--- config.mk ---
export PLATFORM = sky130hd
export DESIGN_NAME = tlpt_ctrl
export DESIGN_NICKNAME = d
export VERILOG_FILES = /design/src/design/tlpt_pkg.sv /design/src/design/tlpt_ctrl.sv
export SDC_FILE = /design/constraint.sdc
export NUM_CORES = 1
export LEC_CHECK = 0
export ABC_CLOCK_PERIOD_IN_PS = 1600
export BUFFER_PORTS_ARGS = -buffer_cell sky130_fd_sc_hd__buf_2
export CAP_MARGIN = 20
export CORE_AREA = 3 3 40 42
export CTS_BUF_LIST = sky130_fd_sc_hd__clkbuf_4 sky130_fd_sc_hd__clkbuf_8
export DETAILED_ROUTE_END_ITERATION = 10
export DIE_AREA = 0 0 43 45
export SLEW_MARGIN = 30
export SYNTH_ARGS = -nofsm -noshare
export SYNTH_HDL_FRONTEND = slang
export SYNTH_SLANG_ARGS = --single-unit
--- constraint.sdc ---
create_clock -name clk -period 1.6 [get_ports clk]
set_input_delay 0.32 -clock clk [delete_from_list [all_inputs] [get_ports clk]]
set_output_delay 0.32 -clock clk [all_outputs]
set_load 0.005 [all_outputs]
--- src/design/tlpt_pkg.sv ---
// ----------------------------------------------------------------------------
// tlpt_pkg
// Shared types and constants for the two-level page table: beat payloads,
// operation codes, address field positions and controller/datapath links.
// ----------------------------------------------------------------------------
package tlpt_pkg;

  // Address layout
  localparam int ADDR_W      = 32;
  localparam int FLAGS_W     = 12;
  localparam int IDX_W       = 10;
  localparam int PD_LSB      = 22;
  localparam int PT_LSB      = 12;
  localparam int OFFSET_W    = 12;
  localparam int OP_W        = 2;
  localparam int SPACE_W     = 2;

  localparam int DIR_ENTRIES   = 1024;
  localparam int TABLE_ENTRIES = 1024;

  // Parameter defaults
  localparam int SPACES_DEF      = 4;
  localparam int TABLE_SLOTS_DEF = 16;

  // Operation codes
  localparam logic [OP_W-1:0] OP_MAP       = 2'd0;
  localparam logic [OP_W-1:0] OP_UNMAP     = 2'd1;
  localparam logic [OP_W-1:0] OP_TRANSLATE = 2'd2;
  localparam logic [OP_W-1:0] OP_NONE      = 2'd3;

  typedef struct packed {
    logic [OP_W-1:0]    operation;
    logic [SPACE_W-1:0] address_space;
    logic [ADDR_W-1:0]  virtual_address;
    logic [ADDR_W-1:0]  map_frame_address;
    logic [FLAGS_W-1:0] entry_flags;
  } tlpt_in_t;

  typedef struct packed {
    logic [ADDR_W-1:0] translated_address;
    logic              found;
    logic              table_full;
  } tlpt_out_t;

  // Controller to datapath
  typedef struct packed {
    logic clear;      // write one clearing entry
    logic accept;     // latch item, read directory
    logic tbl_issue;  // read table entry
    logic dir_done;   // finish item after directory lookup
    logic tbl_done;   // finish translate after table lookup
  } tlpt_cmd_t;

  // Datapath to controller
  typedef struct packed {
    logic clr_done;
    logic need_table;
    logic out_free;
  } tlpt_status_t;

endpackage

--- src/design/tlpt_ctrl.sv ---
// ----------------------------------------------------------------------------
// tlpt_ctrl
// Sequencer for the page table: clearing pass, accept, directory lookup,
// optional table lookup, result load.
// ----------------------------------------------------------------------------
module tlpt_ctrl (
  input  logic                   clk,
  input  logic                   rst_n,
  input  logic                   in_valid,
  output logic                   in_stall,
  input  tlpt_pkg::tlpt_status_t st,
  output tlpt_pkg::tlpt_cmd_t    cmd
);

  typedef enum logic [3:0] {
    S_CLEAR = 4'b0001,
    S_IDLE  = 4'b0010,
    S_DIR   = 4'b0100,
    S_TBL   = 4'b1000
  } state_t;

  state_t state_r, state_nxt;

  always_comb begin
    state_nxt = state_r;
    cmd       = '0;
    case (state_r)
      S_CLEAR: begin
        cmd.clear = 1'b1;
        if (st.clr_done) begin
          state_nxt = S_IDLE;
        end
      end
      S_IDLE: begin
        if (in_valid) begin
          cmd.accept = 1'b1;
          state_nxt  = S_DIR;
        end
      end
      S_DIR: begin
        if (st.need_table) begin
          cmd.tbl_issue = 1'b1;
          state_nxt     = S_TBL;
        end else if (st.out_free) begin
          cmd.dir_done = 1'b1;
          state_nxt    = S_IDLE;
        end
      end
      S_TBL: begin
        // hold the table data until the output register frees up
        if (st.out_free) begin
          cmd.tbl_done = 1'b1;
          state_nxt    = S_IDLE;
        end
      end
      default: begin
        state_nxt = S_CLEAR;
      end
    endcase
  end

  assign in_stall = (state_r != S_IDLE);

  always_ff @(posedge clk) begin
    if (!rst_n) begin
      state_r <= S_CLEAR;
    end else begin
      state_r <= state_nxt;
    end
  end

endmodule

==> results of run 1 <==
through the flow:
stage / cell area, µm² / instances / util
2_1_floorplan: 322 / 40 / -
3_3_place_gp: 384 / 65 / 0.299
3_5_place_dp: 384 / 65 / 0.299
4_1_cts: 408 / 68 / 0.317
5_1_grt: 422 / 69 / 0.328
6_report: 422 / 69 / 0.328
what timing repair did:
action | 4_1_cts | 5_1_grt
pin swaps | 0 | 1
buffers inserted | 0 | 1
gates resized for setup | 1 | 4
endpoints found under the setup margin | 1 | 3
endpoints found under the hold margin | 0 | 0
hold buffers | 0 | 0
cell usage in the layout (no fill, tap or decap), types with 2 or more instances in the layout:
cell	synthesis	routed
inv_1	3	3
dfxtp_2	0	4
nor4_1	2	2
nor3b_1	3	3
and3_1	2	2
buf_2	0	11
a21oi_1	2	2
buf_4	1	2
nor2b_1	3	3
nand2_1	2	2
clkbuf_4	0	3
power groups by stage:
stage | Sequential, mW | Combinational [mW] | Clock (mW)
after floorplan | 0.112 | 0.0399 | 0
after global placement | 0.118 | 0.0512 | 0
after detailed placement | 0.118 | 0.0513 | 0
after CTS | 0.117 | 0.0515 | 0.128
after global routing | 0.121 | 0.0609 | 0.135
final | 0.119 | 0.0549 | 0.120
worst max-delay path by stage:
stage                       startpoint      to  slack (ns)  cells past startpoint
2_1_floorplan  state_r[3]$_SDFFE_PN0P_  cmd[3]        0.39                      4
3_3_place_gp   state_r[3]$_SDFFE_PN0P_  cmd[3]        0.25                      4
3_5_place_dp   state_r[0]$_SDFFE_PN1P_  cmd[3]        0.24                      4
4_1_cts        state_r[3]$_SDFFE_PN0P_  cmd[3]       0.002                      4
5_1_grt        state_r[0]$_SDFFE_PN1P_  cmd[3]        0.02                      4
6_report       state_r[0]$_SDFFE_PN1P_  cmd[3]        0.09                      4
layout make-up:
class,count,area [µm²]
flip-flops and latches,4,85.1
clock buffers,3,22.5
repair buffers,13,70.1
multi-input cells,31,214
inverters,3,11.3
fillers,143,863
well taps,15,18.8
worst max-delay path, cell delays in order, from the launching register on:
cell	delay (ns)
dfxtp_2	0.41
nor2_1	0.08
and3_1	0.20
and2_1	0.15
buf_2	0.12
cells by family after synthesis:
| kind of cell | count (synthesis) | share of synthesized area |
|---|---|---|
| flops | 4 | 0.249 |
| buf+inv | 5 | 0.0934 |
| compound gates | 7 | 0.163 |
| simple gates | 23 | 0.467 |
| xor+xnor | 1 | 0.0272 |
per-layer routing:
| metal | vias up | global-route usage | share of wire |
|---|---|---|---|
| met4 | 0 | 0.0542 | 0 |
| met3 | 0 | 0.0239 | 0.056 |
| li1 | 178 | - | - |
| met2 | 6 | 0.147 | 0.53 |
| met1 | 157 | 0.0747 | 0.42 |
| met5 | - | 0 | 0 |
==> impl_metrics.toml, run 1 <==
[sta]
whs_ns = 0.352
finalSetupViolations = 0
tightest_slew_ns = 0.292
finalHoldViolCount = 0
relSlewSlack = 0.805
worst_slack_ns = 0.0922
drv_slew = 0
finalSetupTns_ns = 0
skew_ns = 0.00223
rsz0062_at_grt = "no"
fmax_mhz = 663
min_period_ns = 1.51
finalCritPeriodShare = 0.942

[pwr]
p_per_area_nw_per_um2 = 697
intPower_mw = 0.222
pwr-share-clk = 0.409
cellLeakagePower_nw = 0.188
seqPwrFrac = 0.405
switching_share = 0.246
comb_power_share = 0.187
p_sw_mw = 0.0722
power_mw = 0.294
ir_drop_v = 0.000258

[grt]
grt_util_all_layers = 0.0791
grt_pass1_vias = 310
antenna_found_initial = 0
grt_pass1_wl_mm = 1.13
grt_max_degree = 11
grt-ovfl-total = 0

[worst_setup_path]
cp_max_fo = 10
critical_path_class = "register to output pin"
cp.arrival_ns = 1.19
crit_required_ns = 1.28
worst_setup_path_end_kind = "output pin"
worst-r2r-setup-slack_ns = 0.35
reg2regPathDepth = 4
r2r_end = "state_r[1]$_SDFFE_PN0P_"
r2r-start = "state_r[3]$_SDFFE_PN0P_"
cp-start-kind = "register"

[final_layout]
syn_to_final_growth_pct = 31.1
largest_reg_flops = 4
top_register = "state_r"
top_regs = "state_r: 4 flops"
drive_above_1_share = 0.389
antenna_cells = 0
fin_nets = 62

[clocking]
root_buffer = "clkbuf_4"
cts-htree-levels = 1
clock-sinks = 4
cts_buffers = 3
clock_path_buffers = 2
cts_tree = "built"
clk_latency_ns = 0.23
clkSlewWorstSetupHoldPaths_ns = 0.04

[synth]
synthesis.nets = 46
syn_area_um2 = 322
synth_top_area_frac = 0.249
synthCells = 40
synth_commonest_cells = "dfxtp_1 (4), inv_1 (3), nor2b_1 (3), nor3b_1 (3)"
yosysMostFrequentCell = "dfxtp_1"
synthFlopType = "dfxtp_1"
synth_seq_cells = 4
syn_avg_cell_area_um2 = 8.04
synth-seq-area-share = 0.249
ys_warn_count = 0
yosysTopAreaCell = "dfxtp_1"
synth_area_leaders = "dfxtp_1 (25%), nor3b_1 (7.0%), nor2b_1 (5.8%)"
yosysUniqueCellTypes = 26
ys_async_sr_fraction = 0
synth_edf_count = 0

[floorplanning]
pin_count = 12
rows = 13
die_y_um = 45
initial_core_util = 0.250
core_area_um2 = 1280
die-area_um2 = 1940
die_x_um = 43

[status]
status = "finished clean"

[placed_design]
gp_congestion = 0.710
hpwlAfterDp_um = 559
port_buffers = 11
place_ws_ns = 0.239

[drt]
wire_per_inst_um = 10.6
first_iter_violations = 2
wl_um = 734
via_per_inst = 4.94
ant_nets = 0
firstDrtPassIters = 4
drc = 0
num_vias = 341

[min_path]
hold_path.class = "input port to register"
hold_depth = 3
min_from = "rst_n"
min_to = "state_r[3]$_SDFFE_PN0P_"

[run]
cap_violations = 0
No activity file was read; power rests on OpenSTA's default activity.
==> inputs of run 2 (changes only) <==
CAP_MARGIN = 40   (was 20)
PLACE_DENSITY = 0.51   (was not set)
TNS_END_PERCENT = 20   (was not set)
==> impl_metrics.toml, run 2 (synthesized netlist as in run 1, its figures left out) <==
[worst_setup_path]
r2r-start = "state_r[0]$_SDFFE_PN1P_"
crit_buf_inv = 1
cp_top_family = "simple AND/OR/NAND/NOR gates"
cp_cell_sequence = "nor2_1, and3_1, and2_1, buf_2"
worst-r2r-setup-slack_ns = 0.41
cp.depth = 4
r2r_end = "state_r[1]$_SDFFE_PN0P_"
crit_required_ns = 1.28
cp.arrival_ns = 1.19
cp_slowest_cell = "dfxtp_2"
cp_max_fo = 10
worst_path_largest_cell_delay_ns = 0.41
reg2regPathDepth = 3
critical_path_class = "register to output pin"
cp-start-kind = "register"
cp-startpoint = "state_r[0]$_SDFFE_PN1P_"
worst_setup_path_end_kind = "output pin"

[sta]
worst_slack_ns = 0.0875
fmax_mhz = 661
finalHoldViolCount = 0
finalSetupTns_ns = 0
relSlewSlack = 0.808
tightest_slew_ns = 0.287
rsz0062_at_grt = "no"
min_period_ns = 1.51
finalSetupViolations = 0
drv_slew = 0
skew_ns = 0.00140
finalCritPeriodShare = 0.945

[grt]
grt-ovfl-total = 0
grt_util_all_layers = 0.0858
grt_pass1_vias = 314
grt_max_degree = 11
antenna_found_initial = 0
grt_pass1_wl_mm = 1.20

[final_layout]
top_regs = "state_r: 4 flops"
fin_nets = 61
drive_above_1_share = 0.358
top_register = "state_r"
layout_commonest_cell = "buf_2"
syn_to_final_growth_pct = 28.4
largest_reg_flops = 4
antenna_cells = 0

[clocking]
clock-sinks = 4
clock_path_buffers = 2
cts-htree-levels = 1
root_buffer = "clkbuf_4"
clk_latency_ns = 0.23
clkSlewWorstSetupHoldPaths_ns = 0.03
cts_buffers = 3
cts_tree = "built"

[pwr]
p_per_area_nw_per_um2 = 711
ir_drop_v = 0.000272
cellLeakagePower_nw = 0.181

[drt]
first_iter_violations = 5
ant_nets = 0
wl_um = 794
highest-signal-layer = "met4"
wire_per_inst_um = 11.7
drc = 0
route.met3.wl_um = 28
routed-wl-met2_um = 380
via_per_inst = 4.93
wl_met1_um = 369
firstDrtPassIters = 4
num_vias = 335

[floorplanning]
core_area_um2 = 1280
die-area_um2 = 1940
die_y_um = 45
rows = 13
pin_count = 12
initial_core_util = 0.250
die_x_um = 43

[placed_design]
hpwlAfterDp_um = 585
gp_congestion = 0.702
port_buffers = 11
place_ws_ns = 0.229

[min_path]
hold_path.class = "input port to register"
hold_depth = 2
min_from = "rst_n"
min_to = "state_r[0]$_SDFFE_PN1P_"

[run]
cap_violations = 0

[status]
status = "finished clean"
[run 2: repair_timing]
action | in CTS | in global routing
endpoints found under the setup margin | 1 | 2
gates resized for setup | 3 | 1
setup buffers | 0 | 0
hold buffers | 0 | 0
[run 2: cell type report]
type | count | area [µm²]
well taps | 15 | 18.8
inverters | 3 | 11.3
multi-input cells | 31 | 214
fillers | 148 | 872
flip-flops and latches | 4 | 83.8
clock buffers | 3 | 22.5
repair buffers | 12 | 62.6
[run 2: how the worst max path moves through the flow]
stage / end
2_1_floorplan: cmd[3]
3_3_place_gp: cmd[3]
3_5_place_dp: cmd[3]
4_1_cts: cmd[2]
5_1_grt: cmd[2]
6_report: cmd[3]
[run 2: power by group]
group | switching [mW] | total [mW] | internal, mW
logic | 0.0233 | 0.0522 | 0.0288
registers | 0.0126 | 0.119 | 0.106
clock network | 0.0387 | 0.122 | 0.0837
total | 0.0746 | 0.293 | 0.219
[run 2: through the flow]
stage	instance area [µm²]	power, mW	hold slack (ns)	std cells	util
6_report	413	0.293	0.353	68	0.321
5_1_grt	413	0.312	0.355	68	0.321
4_1_cts	410	0.300	0.338	68	0.319
3_5_place_dp	384	0.170	0.568	65	0.299
3_3_place_gp	384	0.170	0.580	65	0.299
2_1_floorplan	322	0.152	0.436	40	-
[run 2: routing by layer]
layer,track usage,vias up
li1,-,176
met4,0.0904,0
met2,0.129,9
met5,0,-
met3,0.0120,2
met1,0.101,148
